==> src/design/assert_macros.svh <==
// Assertion macros used by the controller core.
// Each macro expects signals clk and arst_n in the scope where it is used.
`ifndef ASSERT_MACROS_SVH
`define ASSERT_MACROS_SVH

// Antecedent in this cycle implies consequent in the next cycle.
`define ASSERT_NEXT(lbl, ante, cons, msg) \
	lbl: assert property (@(posedge clk) disable iff (!arst_n) (ante) |=> (cons)) \
		else $error(msg);

// Antecedent implies consequent in the same cycle.
`define ASSERT_NOW(lbl, ante, cons, msg) \
	lbl: assert property (@(posedge clk) disable iff (!arst_n) (ante) |-> (cons)) \
		else $error(msg);

`endif

==> src/design/mpid_pkg.sv <==
// Shared types and constants of the multichannel PID controller.
// No dependencies; every design module imports this package.
package mpid_pkg;

	// Width of the shared multiply-accumulate register.
	localparam int unsigned ACC_W = 96;

	typedef enum logic [1:0] {
		CMD_STEP   = 2'd0,
		CMD_GAINS  = 2'd1,
		CMD_ENABLE = 2'd2,
		CMD_CLEAR  = 2'd3
	} mpid_cmd_t;

	typedef struct packed {
		mpid_cmd_t          cmd;
		logic [2:0]         channel;
		logic signed [31:0] target;
		logic signed [31:0] measured;
		logic signed [31:0] gain_p;
		logic signed [31:0] gain_i;
		logic signed [31:0] gain_d;
		logic               enable_in;
	} mpid_in_t;

	typedef struct packed {
		logic signed [31:0] drive;
		logic               enabled;
	} mpid_out_t;

	// Control of the shared multiply-accumulate unit.
	typedef struct packed {
		logic       go;   // operands valid this cycle
		logic       clr;  // clear the accumulator
		logic [2:0] sh;   // product weight in units of 16 bits
	} mpid_mac_ctl_t;

	// Control of the per-channel store.
	typedef struct packed {
		logic rd;
		logic gain_we;
		logic hist_we;
		logic hist_clr;
		logic en_we;
		logic en_val;
	} mpid_st_ctl_t;

endpackage

==> src/design/mpid_mac.sv <==
// Shared 33x17 signed multiplier with a shifted 96-bit accumulator.
// Depends on mpid_pkg.
module mpid_mac
	import mpid_pkg::*;
(
	input  logic               clk,
	input  logic               arst_n,
	input  mpid_mac_ctl_t      ctl,
	input  logic signed [32:0] a,
	input  logic signed [16:0] b,
	output logic [ACC_W-1:0]   acc
);

	logic signed [49:0] prod_s1;
	logic [2:0]         sh_s1;
	logic               vld_s1;
	logic [ACC_W-1:0]   acc_q;
	logic [ACC_W-1:0]   prod_ext;
	logic [ACC_W-1:0]   prod_sh;

	always_ff @(posedge clk) begin
		prod_s1 <= a * b;
		sh_s1   <= ctl.sh;
	end

	assign prod_ext = {{(ACC_W-50){prod_s1[49]}}, prod_s1};

	always_comb begin
		case (sh_s1)
			3'd0: prod_sh = prod_ext;
			3'd1: prod_sh = prod_ext << 16;
			3'd2: prod_sh = prod_ext << 32;
			3'd3: prod_sh = prod_ext << 48;
			3'd4: prod_sh = prod_ext << 64;
			default: prod_sh = '0;
		endcase
	end

	always_ff @(posedge clk or negedge arst_n) begin
		if (!arst_n) begin
			vld_s1 <= 1'b0;
			acc_q  <= '0;
		end else begin
			vld_s1 <= ctl.go;
			if (ctl.clr) begin
				acc_q <= '0;
			end else if (vld_s1) begin
				acc_q <= acc_q + prod_sh;
			end
		end
	end

	assign acc = acc_q;

endmodule

==> src/design/mpid_store.sv <==
// Per-channel gains, history and enable bits with registered reads.
// Depends on mpid_pkg; entries read as zero until written after reset.
module mpid_store
	import mpid_pkg::*;
#(
	parameter int unsigned CHANNELS = 8,
	localparam int unsigned CH_W = (CHANNELS > 1) ? $clog2(CHANNELS) : 1
)
(
	input  logic               clk,
	input  logic               arst_n,
	input  mpid_st_ctl_t       ctl,
	input  logic [CH_W-1:0]    rd_idx,
	input  logic [CH_W-1:0]    wr_idx,
	input  logic signed [31:0] gain_p_wr,
	input  logic signed [31:0] gain_i_wr,
	input  logic signed [31:0] gain_d_wr,
	input  logic signed [47:0] integ_wr,
	input  logic signed [32:0] prev_wr,
	output logic signed [31:0] gain_p,
	output logic signed [31:0] gain_i,
	output logic signed [31:0] gain_d,
	output logic signed [47:0] integ,
	output logic signed [32:0] prev_err,
	output logic               enable
);

	logic [31:0] p_mem    [CHANNELS];
	logic [31:0] i_mem    [CHANNELS];
	logic [31:0] d_mem    [CHANNELS];
	logic [47:0] int_mem  [CHANNELS];
	logic [32:0] prev_mem [CHANNELS];

	logic [CHANNELS-1:0] gval_q;
	logic [CHANNELS-1:0] hval_q;
	logic [CHANNELS-1:0] en_q;

	logic [31:0] rd_p_q, rd_i_q, rd_d_q;
	logic [47:0] rd_int_q;
	logic [32:0] rd_prev_q;
	logic        rd_gval_q, rd_hval_q, rd_en_q;

	always_ff @(posedge clk) begin
		if (ctl.gain_we) begin
			p_mem[wr_idx] <= gain_p_wr;
			i_mem[wr_idx] <= gain_i_wr;
			d_mem[wr_idx] <= gain_d_wr;
		end
		if (ctl.hist_we) begin
			int_mem[wr_idx]  <= integ_wr;
			prev_mem[wr_idx] <= prev_wr;
		end
		if (ctl.rd) begin
			rd_p_q    <= p_mem[rd_idx];
			rd_i_q    <= i_mem[rd_idx];
			rd_d_q    <= d_mem[rd_idx];
			rd_int_q  <= int_mem[rd_idx];
			rd_prev_q <= prev_mem[rd_idx];
		end
	end

	always_ff @(posedge clk or negedge arst_n) begin
		if (!arst_n) begin
			gval_q    <= '0;
			hval_q    <= '0;
			en_q      <= '0;
			rd_gval_q <= 1'b0;
			rd_hval_q <= 1'b0;
			rd_en_q   <= 1'b0;
		end else begin
			if (ctl.gain_we) begin
				gval_q[wr_idx] <= 1'b1;
			end
			if (ctl.hist_we) begin
				hval_q[wr_idx] <= 1'b1;
			end else if (ctl.hist_clr) begin
				hval_q[wr_idx] <= 1'b0;
			end
			if (ctl.en_we) begin
				en_q[wr_idx] <= ctl.en_val;
			end
			if (ctl.rd) begin
				rd_gval_q <= gval_q[rd_idx];
				rd_hval_q <= hval_q[rd_idx];
				rd_en_q   <= en_q[rd_idx];
			end
		end
	end

	assign gain_p   = rd_gval_q ? rd_p_q : '0;
	assign gain_i   = rd_gval_q ? rd_i_q : '0;
	assign gain_d   = rd_gval_q ? rd_d_q : '0;
	assign integ    = rd_hval_q ? rd_int_q : '0;
	assign prev_err = rd_hval_q ? rd_prev_q : '0;
	assign enable   = rd_en_q;

endmodule

==> src/design/multichannel_pid_controller_core.sv <==
// Multichannel PID controller core: one word in, one word out, one word at a time.
// Control step on an enabled channel: the result is computed through one shared 33x17
// multiplier (6 products for the integral increment, 9 for the sum). Other commands and
// disabled channels skip the multiplier. A new word is taken in the cycle after the
// result loads; until then the input stalls, and a stalled output register holds it longer.
// Reset (arst_n low, asynchronous) zeroes all gains, histories and enable bits at once.
`include "assert_macros.svh"

module multichannel_pid_controller_core
	import mpid_pkg::*;
#(
	parameter int unsigned CHANNELS = 8
)
(
	input  logic      clk,
	input  logic      arst_n,
	input  logic      cmd_valid,
	output logic      cmd_stall,
	input  mpid_in_t  cmd_word,
	output logic      res_valid,
	input  logic      res_stall,
	output mpid_out_t res_word
);

	localparam int unsigned CH_W = (CHANNELS > 1) ? $clog2(CHANNELS) : 1;

	// floor(N/125) == (N * RECIP_M) >> QUOT_LSB for every N below 2^46.
	localparam logic [46:0] RECIP_M  = 47'd72057594037928;
	localparam int unsigned QUOT_LSB = 53;

	// Rounding offsets for a value with 48 fraction bits; the second also
	// completes the two's complement negate of a negative sum.
	localparam logic [ACC_W-1:0] RND_HALF    = ACC_W'(48'h8000_0000_0000);
	localparam logic [ACC_W-1:0] RND_HALF_P1 = ACC_W'(48'h8000_0000_0001);

	localparam logic [47:0] INT_MAX48 = 48'h7FFF_FFFF_FFFF;
	localparam logic [47:0] INT_MIN48 = 48'h8000_0000_0000;

	typedef enum logic [3:0] {
		ST_IDLE,
		ST_DECODE,
		ST_PREP,
		ST_MUL,
		ST_DWAIT,
		ST_INTEG,
		ST_PWAIT,
		ST_ROUND,
		ST_SAT,
		ST_FINISH
	} state_t;

	// Operand pairs fed to the multiplier, three 16-bit chunks each.
	typedef enum logic [2:0] {
		T_MLO,  // increment quotient, low reciprocal piece
		T_MHI,  // increment quotient, high reciprocal piece
		T_P,
		T_I,
		T_D
	} term_t;

	state_t state_q;
	term_t  term_q;
	logic [1:0] chunk_q;

	mpid_in_t  in_q;
	mpid_out_t res_q;
	logic      res_valid_q;

	logic signed [32:0] e_q;
	logic signed [33:0] dd_q;
	logic signed [43:0] ed_q;
	logic [45:0]        nmag_q;
	logic               eneg_q;
	logic signed [47:0] ei_q;
	logic [ACC_W-1:0]   magh_q;
	logic               sneg_q;
	logic signed [31:0] rdrive_q;
	logic               ren_q;

	// Channel decode: the field is three bits, the store index CH_W bits wide.
	logic [CH_W+2:0] rd_ext, wr_ext;
	logic [CH_W-1:0] rd_idx, wr_idx;
	logic            ch_ok;

	mpid_st_ctl_t       st_ctl;
	logic signed [31:0] st_gp, st_gi, st_gd;
	logic signed [47:0] st_int;
	logic signed [32:0] st_prev;
	logic               st_en;

	mpid_mac_ctl_t      mac_ctl;
	logic signed [32:0] mac_a;
	logic signed [16:0] mac_b;
	logic [ACC_W-1:0]   acc;

	logic               accept;
	logic               res_free;
	logic [32:0]        e_u;
	logic [32:0]        abs_e;
	logic [47:0]        vsel;
	logic [2:0]         sh_base;
	logic [39:0]        quot;
	logic [48:0]        inc49;
	logic [48:0]        ei49;
	logic [47:0]        ei_sat;
	logic [43:0]        dd44;
	logic               sum_neg;
	logic [47:0]        qm;
	logic [47:0]        qlim;
	logic [47:0]        qsat;

	assign accept    = cmd_valid && !cmd_stall;
	assign cmd_stall = (state_q != ST_IDLE);
	assign res_free  = !res_valid_q || !res_stall;

	assign rd_ext = {{CH_W{1'b0}}, cmd_word.channel};
	assign wr_ext = {{CH_W{1'b0}}, in_q.channel};
	assign rd_idx = rd_ext[CH_W-1:0];
	assign wr_idx = wr_ext[CH_W-1:0];
	assign ch_ok  = (wr_ext < (CH_W+3)'(CHANNELS));

	// Store writes happen in DECODE for the plain commands and in INTEG for
	// the history update of a control step.
	always_comb begin
		st_ctl        = '0;
		st_ctl.rd     = accept;
		st_ctl.en_val = in_q.enable_in;
		if (state_q == ST_DECODE && ch_ok) begin
			case (in_q.cmd)
				CMD_STEP:   st_ctl.hist_clr = !st_en;
				CMD_GAINS:  st_ctl.gain_we  = 1'b1;
				CMD_ENABLE: st_ctl.en_we    = 1'b1;
				CMD_CLEAR:  st_ctl.hist_clr = 1'b1;
				default:    st_ctl.hist_clr = 1'b0;
			endcase
		end
		if (state_q == ST_INTEG) begin
			st_ctl.hist_we = 1'b1;
		end
	end

	mpid_store #(
		.CHANNELS (CHANNELS)
	) u_store (
		.clk       (clk),
		.arst_n    (arst_n),
		.ctl       (st_ctl),
		.rd_idx    (rd_idx),
		.wr_idx    (wr_idx),
		.gain_p_wr (in_q.gain_p),
		.gain_i_wr (in_q.gain_i),
		.gain_d_wr (in_q.gain_d),
		.integ_wr  (ei_sat),
		.prev_wr   (e_q),
		.gain_p    (st_gp),
		.gain_i    (st_gi),
		.gain_d    (st_gd),
		.integ     (st_int),
		.prev_err  (st_prev),
		.enable    (st_en)
	);

	// Magnitude of the error; the pattern of -2^32 reads back as 2^32 unsigned.
	assign e_u   = e_q;
	assign abs_e = e_q[32] ? (~e_u + 33'd1) : e_u;

	// Operand select for the shared multiplier. Each wide operand is taken
	// as two unsigned low chunks and a signed top chunk.
	always_comb begin
		case (term_q)
			T_MLO: begin
				mac_a   = {1'b0, RECIP_M[31:0]};
				vsel    = {2'b00, nmag_q};
				sh_base = 3'd0;
			end
			T_MHI: begin
				mac_a   = {18'd0, RECIP_M[46:32]};
				vsel    = {2'b00, nmag_q};
				sh_base = 3'd2;
			end
			T_P: begin
				mac_a   = {st_gp[31], st_gp};
				vsel    = {{15{e_q[32]}}, e_q};
				sh_base = 3'd1;
			end
			T_I: begin
				mac_a   = {st_gi[31], st_gi};
				vsel    = ei_q;
				sh_base = 3'd0;
			end
			T_D: begin
				mac_a   = {st_gd[31], st_gd};
				vsel    = {{4{ed_q[43]}}, ed_q};
				sh_base = 3'd1;
			end
			default: begin
				mac_a   = '0;
				vsel    = '0;
				sh_base = 3'd0;
			end
		endcase
		case (chunk_q)
			2'd0:    mac_b = {1'b0, vsel[15:0]};
			2'd1:    mac_b = {1'b0, vsel[31:16]};
			default: mac_b = {vsel[47], vsel[47:32]};
		endcase
		mac_ctl.go  = (state_q == ST_MUL);
		mac_ctl.clr = (state_q == ST_PREP) || (state_q == ST_INTEG);
		mac_ctl.sh  = sh_base + {1'b0, chunk_q};
	end

	mpid_mac u_mac (
		.clk    (clk),
		.arst_n (arst_n),
		.ctl    (mac_ctl),
		.a      (mac_a),
		.b      (mac_b),
		.acc    (acc)
	);

	// Integral update: apply the sign to the rounded quotient, add, saturate
	// to 48 bits.
	assign quot  = acc[QUOT_LSB+39:QUOT_LSB];
	assign inc49 = eneg_q ? (~{9'd0, quot} + 49'd1) : {9'd0, quot};
	assign ei49  = {st_int[47], st_int} + inc49;
	always_comb begin
		if (ei49[48] != ei49[47]) begin
			ei_sat = ei49[48] ? INT_MIN48 : INT_MAX48;
		end else begin
			ei_sat = ei49[47:0];
		end
	end

	assign dd44 = {{10{dd_q[33]}}, dd_q};

	// Final rounding and saturation of the weighted sum.
	assign sum_neg = acc[ACC_W-1];
	assign qm      = magh_q[ACC_W-1:48];
	assign qlim    = sneg_q ? 48'h0000_8000_0000 : 48'h0000_7FFF_FFFF;
	assign qsat    = (qm > qlim) ? qlim : qm;

	// Sequencer and result flag.
	always_ff @(posedge clk or negedge arst_n) begin
		if (!arst_n) begin
			state_q     <= ST_IDLE;
			term_q      <= T_MLO;
			chunk_q     <= 2'd0;
			res_valid_q <= 1'b0;
		end else begin
			// load a finished word, else drop the one just taken
			if (state_q == ST_FINISH && res_free) begin
				res_valid_q <= 1'b1;
			end else if (res_valid_q && !res_stall) begin
				res_valid_q <= 1'b0;
			end
			case (state_q)
				ST_IDLE: begin
					if (accept) begin
						state_q <= ST_DECODE;
					end
				end
				ST_DECODE: begin
					if (ch_ok && in_q.cmd == CMD_STEP && st_en) begin
						state_q <= ST_PREP;
					end else begin
						state_q <= ST_FINISH;
					end
				end
				ST_PREP: begin
					term_q  <= T_MLO;
					chunk_q <= 2'd0;
					state_q <= ST_MUL;
				end
				ST_MUL: begin
					if (chunk_q == 2'd2) begin
						chunk_q <= 2'd0;
						case (term_q)
							T_MLO: term_q <= T_MHI;
							T_MHI: begin
								term_q  <= T_P;
								state_q <= ST_DWAIT;
							end
							T_P: term_q <= T_I;
							T_I: term_q <= T_D;
							default: state_q <= ST_PWAIT;
						endcase
					end else begin
						chunk_q <= chunk_q + 2'd1;
					end
				end
				ST_DWAIT: state_q <= ST_INTEG;
				ST_INTEG: state_q <= ST_MUL;
				ST_PWAIT: state_q <= ST_ROUND;
				ST_ROUND: state_q <= ST_SAT;
				ST_SAT:   state_q <= ST_FINISH;
				ST_FINISH: begin
					// hold the result until the output register is free
					if (res_free) begin
						state_q <= ST_IDLE;
					end
				end
				default: state_q <= ST_IDLE;
			endcase
		end
	end

	// Datapath registers.
	always_ff @(posedge clk) begin
		if (accept) begin
			in_q <= cmd_word;
		end
		case (state_q)
			ST_DECODE: begin
				e_q      <= {in_q.target[31], in_q.target} - {in_q.measured[31], in_q.measured};
				rdrive_q <= '0;
				if (!ch_ok) begin
					ren_q <= 1'b0;
				end else if (in_q.cmd == CMD_ENABLE) begin
					ren_q <= in_q.enable_in;
				end else begin
					ren_q <= st_en;
				end
			end
			ST_PREP: begin
				dd_q   <= {e_q[32], e_q} - {st_prev[32], st_prev};
				// |e| * 8192 + 62 over 125 equals |e| * 65536 + 500 over 1000
				nmag_q <= {abs_e, 13'd62};
				eneg_q <= e_q[32];
			end
			ST_DWAIT: begin
				// times 1000 as 1024 - 16 - 8
				ed_q <= (dd44 << 10) - (dd44 << 4) - (dd44 << 3);
			end
			ST_INTEG: begin
				ei_q <= ei_sat;
			end
			ST_ROUND: begin
				// fold negate and half-LSB offset into one add
				magh_q <= (sum_neg ? ~acc : acc) + (sum_neg ? RND_HALF_P1 : RND_HALF);
				sneg_q <= sum_neg;
			end
			ST_SAT: begin
				rdrive_q <= sneg_q ? (~qsat[31:0] + 32'd1) : qsat[31:0];
				ren_q    <= 1'b1;
			end
			ST_FINISH: begin
				if (res_free) begin
					res_q.drive   <= rdrive_q;
					res_q.enabled <= ren_q;
				end
			end
			default: begin
			end
		endcase
	end

	assign res_valid = res_valid_q;
	assign res_word  = res_q;

	// A taken word closes the input side in the next cycle.
	`ASSERT_NEXT(a_accept_closes, accept, cmd_stall, "input open right after accept")

	// A finished word lands in the output register once it is free.
	`ASSERT_NEXT(a_finish_loads, (state_q == ST_FINISH) && res_free,
		res_valid && (state_q == ST_IDLE), "finished word not loaded")

	// The increment quotient never reaches past its 40-bit field.
	`ASSERT_NOW(a_quot_fits, state_q == ST_INTEG, acc[ACC_W-1:QUOT_LSB+40] == '0,
		"increment quotient overflow")

endmodule
==> config.mk <==
export PLATFORM = sky130hd
export DESIGN_NAME = multichannel_pid_controller_core
export DESIGN_NICKNAME = d
export VERILOG_FILES = /design/src/design/mpid_pkg.sv /design/src/design/mpid_mac.sv /design/src/design/mpid_store.sv /design/src/design/multichannel_pid_controller_core.sv
export VERILOG_INCLUDE_DIRS = /design/src /design/src/design
export SDC_FILE = /design/constraint.sdc
export NUM_CORES = 2
export LEC_CHECK = 0
export BUFFER_PORTS_ARGS = -buffer_cell sky130_fd_sc_hd__buf_4
export CAP_MARGIN = 10
export CORE_MARGIN = 2
export CORE_UTILIZATION = 58
export DETAILED_ROUTE_END_ITERATION = 10
export PLACE_DENSITY_LB_ADDON = 0.1
export REMOVE_ABC_BUFFERS = 1
export SLEW_MARGIN = 20
export SYNTH_ARGS = -nofsm -noshare
export SYNTH_HDL_FRONTEND = slang
export SYNTH_SLANG_ARGS = --single-unit
==> constraint.sdc <==
create_clock -name clk -period 10.3 [get_ports clk]
set_input_delay 1.03 -clock clk [delete_from_list [all_inputs] [get_ports clk]]
set_output_delay 1.03 -clock clk [all_outputs]
set_load 0.05 [all_outputs]
Word level (Yosys, flattened, before mapping)
Memory sizes are Yosys's and may differ from the RTL's. A register that Yosys moved wholly into a read port is not among the register bits. Index checks and enable logic that the tools add are counted.

$add $sub $neg: 12. $mul: 1. Divide/modulo/power cells: 0. $lt $le $gt $ge: 5. Equality and inequality tests: 28. Shift operators: 0. Mux-type cells: 59. Bitwise operators: 8. Reduce and logical (&&, ||, !) cells: 31.

Operators with widths (number): case mux 96 bit (5 select lines) (1); two-way mux 96 bit (3); two-way mux 32 bit (7); case mux 48 bit (4 select lines) (1); case mux 33 bit (5 select lines) (1); two-way mux 48 bit (3); adder 96 x 48 -> 96 bit (1); adder 96 bit (1); NOT 96 bit (1); subtractor 44 bit (2); case mux 32 bit (2 select lines) (1); multiplier 33 x 17 -> 50 bit (1); adder 49 x 1 -> 49 bit (second input constant) (1); adder 49 bit (1); two-way mux 49 bit (1); NOT 40 -> 49 bit (1); > comparator 48 x 32 -> 1 bit (1); case mux 4 bit (9 select lines) (1); case mux 17 bit (2 select lines) (1); subtractor 33 x 33 -> 34 bit (1); adder 33 x 1 -> 33 bit (second input constant) (1); two-way mux 33 bit (1); NOT 33 bit (1); subtractor 32 x 32 -> 33 bit (1); other kinds (47) (109).

Register bits after elaboration: 709. Latch bits: 0. Bits in writable memories: 1416. Bits in read-only memories: 0. Input bits: 170. Word-level logic and storage cells: 184. Memories: 5.

Memories: u_store.int_mem (words 8, bits a word 48, rd ports 1, clocked after memory_dff 1, wr ports 1, RTL line mpid_store.sv:31) `logic [47:0] int_mem [CHANNELS];`; u_store.prev_mem (words 8, bits a word 33, rd ports 1, clocked after memory_dff 1, wr ports 1, RTL line mpid_store.sv:32) `logic [32:0] prev_mem [CHANNELS];`; u_store.d_mem (words 8, bits a word 32, rd ports 1, clocked after memory_dff 1, wr ports 1, RTL line mpid_store.sv:30) `logic [31:0] d_mem [CHANNELS];`; u_store.i_mem (words 8, bits a word 32, rd ports 1, clocked after memory_dff 1, wr ports 1, RTL line mpid_store.sv:29) `logic [31:0] i_mem [CHANNELS];`; u_store.p_mem (words 8, bits a word 32, rd ports 1, clocked after memory_dff 1, wr ports 1, RTL line mpid_store.sv:28) `logic [31:0] p_mem [CHANNELS];`.

Logic depth before layout (Yosys ltp)
Depth in word-level cells: 8. Depth in mapped cells: 37. Mapped depth without buffers: 33.

Hierarchy
A second synthesis with hierarchy kept.

Cells, all modules: 9362. Area total of the unflattened synthesis: 124202.9 µm².

Modules (own cells, without submodules): mpid_store (times used 1, cells an instance 2540, area an instance 61143.6 µm², sequential area each 48511.5 µm²); multichannel_pid_controller_core (times used 1, cells an instance 3113, area an instance 31798.0 µm², sequential area each 14393.8 µm²); mpid_mac (times used 1, cells an instance 3709, area an instance 31261.2 µm², sequential area each 3488.3 µm²).

Worst setup path before layout
OpenSTA, ideal clock, no wires.

Path type: flip-flop to flip-flop. Start: reg term_q[0]. End: reg u_mac.prod_s1[47]. Library setup time: 127 ps. Data arrival time: 9503 ps. Data required time: 10173 ps. Path slack: 670 ps. Stages on the path, launching flop included: 32. Path buffers: 5. Clock period less this slack: 9630 ps. Cell sequence: dfrtp_1 > clkbuf_1 > clkbuf_1 > buf_1 > buf_1 > clkbuf_1 > mux2i_1 > o21ai_0 > a21oi_1 > nor2_1 > fa_1 > inv_1 > fa_1 > fa_1 > inv_1 > fa_1 > fa_1 > inv_1 > fa_1 > inv_1 > ha_1 > and2_1 > a221oi_1 > nand3_1 > a221o_1 > a31oi_1 > o31ai_1 > a221oi_1 > o21ai_1 > or4_1 > and4_1 > or3_1.

Word-level cells in the longest chain between the ends: 5. Elaborated cells on any way between the ends: 10.

Ends and longest elaborated chain: start: declaration (RTL line multichannel_pid_controller_core.sv:62) `term_t term_q;`; start signal: assignment (RTL line multichannel_pid_controller_core.sv:246) `term_q <= T_MLO;`; start signal: assignment (RTL line multichannel_pid_controller_core.sv:270) `term_q <= T_MLO;`; start signal: assignment (RTL line multichannel_pid_controller_core.sv:278) `T_MLO: term_q <= T_MHI;`; == test 3 x 1 -> 1 bit or logical NOT 3 bit (tied branches) (RTL line multichannel_pid_controller_core.sv:170) `case (term_q)`; OR reduction 2 bit (no line); case mux 48 bit (4 select lines) (RTL line multichannel_pid_controller_core.sv:170); case mux 17 bit (2 select lines) (RTL line multichannel_pid_controller_core.sv:202) `case (chunk_q)`; multiplier 33 x 17 -> 50 bit (*) (RTL line mpid_mac.sv:22) `prod_s1 <= a * b;`; end signal: assignment (RTL line mpid_mac.sv:22); end: declaration (RTL line mpid_mac.sv:14) `logic signed [49:0] prod_s1;`.

Mark *: on every way between the ends. The rest lies on a longest branch, timed or not. A chain may end at the register's enable or synchronous reset.

Final worst setup path
Same ends and word-level chain as after synthesis.

==> results_dict.tcl <==
set metrics [dict create \
    cp.required_ps 10980 \
    seqCellArea_um2 66410 \
    syn-cell-area_um2 122600 \
    r2r_cells 33 \
    portBuffers 204 \
    drive_gt1_frac 0.1458 \
    cp.arrival_ps 10320 \
    io_pins 205 \
    cp_slowest_cell "o21ai_2" \
    place_area_um2 127900 \
    hold_viol_final 0 \
    path_clk_slew_ps 60 \
    ys.warnings.count 0 \
    placementRows 168 \
    cts-root-buf "clkbuf_16" \
    tightestPinTransition_ps 1229 \
    ys_seq_area_frac 0.5414 \
    synth_cell_type_count 93 \
    netlist_instances 9296 \
    post-route-period-util 0.9361 \
    wl_per_cell_um 25.65 \
    viasPerCell 6.190 \
    max_freq_mhz 103.7 \
    initial_core_util 0.5846 \
    gr-usage-all-layers 0.2969 \
    cts_buffer_depth 3 \
    antenna_left 0 \
    grt_max_degree 122 \
    grt_pass1_vias 77170 \
    gp_congestion 0.9727 \
    slew_violations 0 \
    area_delta_synth_final_pct 10.23 \
    final_cells 12460 \
    placed_cells 12050 \
    dr.pass1.iters 6 \
    cpPeakStageDelay_ps 650 \
    htree_levels 4 \
    cts_tree "built" \
    end_kind "flip-flop" \
    final_area_um2 135200 \
    ys.flop_type "edfxtp_1" \
    grt_pass1_wl_mm 481.5 \
    clock_skew_ps 114.0 \
    cts_hold_buf 0 \
    utilization 0.6444 \
    synthArstFlopShare 0.05953 \
    grt-ovfl-total 0 \
    drc 0 \
    rsz0062_at_grt "no" \
    fp.dieH_um 463.8 \
    dp_slack_ps 577.2 \
    post_cts_buffers 0 \
    setup_slack_ps 658.1 \
    synth-edff-count 2064 \
    grt_antenna_before_repair 6 \
    synth-seq-cells 2251 \
    drv_cap 0 \
    clkSinkCount 2251 \
    core_um2 209800 \
    startpoint_type "flip-flop" \
    crit_type "reg -> reg" \
    layout.nets 10610 \
    multi_input_area_um2 52110 \
    status "finished clean" \
    finalCriticalPeriod_ps 9642 \
    clk_latency_ps 910 \
    die_area_um2 215100 \
    avgSynthCellArea_um2 13.19 \
    drtIter0Drc 7601 \
    min_path_type "in -> async" \
    fill_cells 15590 \
    wirelength_mm 319.7 \
    cpMostUsedCell "fa_1" \
    cp_max_fo 50 \
    route.vias.total 77150 \
    setup_viol 0 \
    numCtsBuffers 225 \
    dp_hpwl_mm 219.9 \
    die_width_um 463.8 \
    slew_headroom 0.1751 \
]
==> cell type report <==
cell class | instances | area share
diodes | 1 | 0.00001851
clock buffers | 279 | 0.04377
clock inverters | 137 | 0.01018
inverters | 712 | 0.01983
multi-input cells | 5870 | 0.3854
flip-flops and latches | 2251 | 0.4912
well taps | 2805 | 0.02596
repair buffers | 408 | 0.02359
==> stage by stage <==
stage	hold WS, ps	TNS [ps]
global route	248.3	0
finish	246.2	0
global placement	401.2	0
detailed placement	404.5	0
floorplan	400.3	-26790
CTS	226.9	0
==> path summary, 6_finish.rpt <==
path	startpoint	to	slack [ps]
hold / removal	arst_n	u_mac.acc[56]	250
setup / recovery	term_q[0]	u_mac.prod_s1[47]	660
setup reg to reg	term_q[0]	u_mac.prod_s1[47]	660
min in group clk	cmd_word[102]	in_q[102]	300
max in group asynchronous	arst_n	term_q[0]	8520
hold reg to reg	rdrive_q[11]	res_word[12]	410
==> kinds of logic after synthesis <==
family | after synthesis | synth area share
AO/OA/AOI/OAI | 1581 | 0.08071
XOR/XNOR | 403 | 0.02878
adder cells (fa/ha/maj) | 975 | 0.1336
buffers and inverters | 1176 | 0.03611
flip-flops | 2251 | 0.5414
multiplexers | 701 | 0.09590
AND/OR/NAND/NOR | 2209 | 0.08352
==> cells in the mapped netlist (53+ instances only) <==
master,count,area share
o21ai_0,311,0.013
and2_1,93,0.0047
ha_1,411,0.042
nor3_1,101,0.0041
mux4_2,360,0.066
dfxtp_1,53,0.0087
nand4_1,91,0.0046
fa_1,559,0.091
nand3_1,127,0.0052
nor2b_1,68,0.0035
nand2b_1,74,0.0038
xor2_1,113,0.0081
inv_1,710,0.022
o21a_1,61,0.0037
mux2_2,189,0.017
xnor2_1,290,0.021
mux2i_1,149,0.012
o21ai_1,55,0.0022
clkbuf_1,390,0.012
a21oi_1,510,0.021
buf_1,70,0.0021
edfxtp_1,2064,0.51
nand2_1,629,0.019
a21o_1,156,0.0095
dfrtp_1,134,0.027
nor2_1,763,0.023
==> registers in the layout, summed over array words and instances (netlist names), 4 cells and up, named ones only <==
| register | flops |
|---|---|
| res_word | 33 |
| u_store.prev_mem | 264 |
| u_store.p_mem | 256 |
| u_store.rd_int_q | 48 |
| e_q | 33 |
| u_store.int_mem | 384 |
| dd_q | 34 |
| ei_q | 48 |
| ed_q | 41 |
| u_store.rd_i_q | 32 |
| in_q | 163 |
| u_store.rd_prev_q | 33 |
| u_mac.prod_s1 | 50 |
| u_store.en_q | 8 |
| u_store.gval_q | 8 |
| rdrive_q | 32 |
| magh_q | 48 |
| u_store.rd_p_q | 32 |
| u_store.i_mem | 256 |
| nmag_q | 33 |
| state_q | 4 |
| u_store.rd_d_q | 32 |
| u_mac.acc | 96 |
| u_store.d_mem | 256 |
==> layout by cell type (no fill, tap or decap), types with 94 or more instances in the layout <==
master	n
a21o_1	156
a21oi_1	509
buf_4	396
clkbuf_16	228
dfrtp_1	130
edfxtp_1	2064
fa_1	559
ha_1	411
inv_1	707
mux2_2	189
mux2i_1	149
mux4_2	360
nand2_1	627
nand3_1	126
nor2_1	741
nor3_1	94
o21ai_0	308
xnor2_1	290
xor2_1	112
==> layer usage <==
metal	track usage	part of all wire	up-vias
met5	0	0.000088	-
met4	0.1054	0.037	4
met3	0.03996	0.070	545
met2	0.4693	0.47	3105
met1	0.4267	0.43	39250
li1	-	-	34240
==> worst max-delay path: cells and delay by family, from the launching register on <==
family | cells | cell delay (ps)
flops | 1 | 570
fa+ha+maj | 7 | 3150
compound gates | 11 | 3010
simple gates | 8 | 1590
buf+inv | 7 | 1130
==> timing repair <==
action,4_1_cts,5_1_grt
endpoints found under the setup margin,0,1
hold endpoints to repair,0,0
resized for setup,0,1
Power is not shown: default switching activity piles up to over one toggle a cycle in this logic, so the estimate is an artifact.
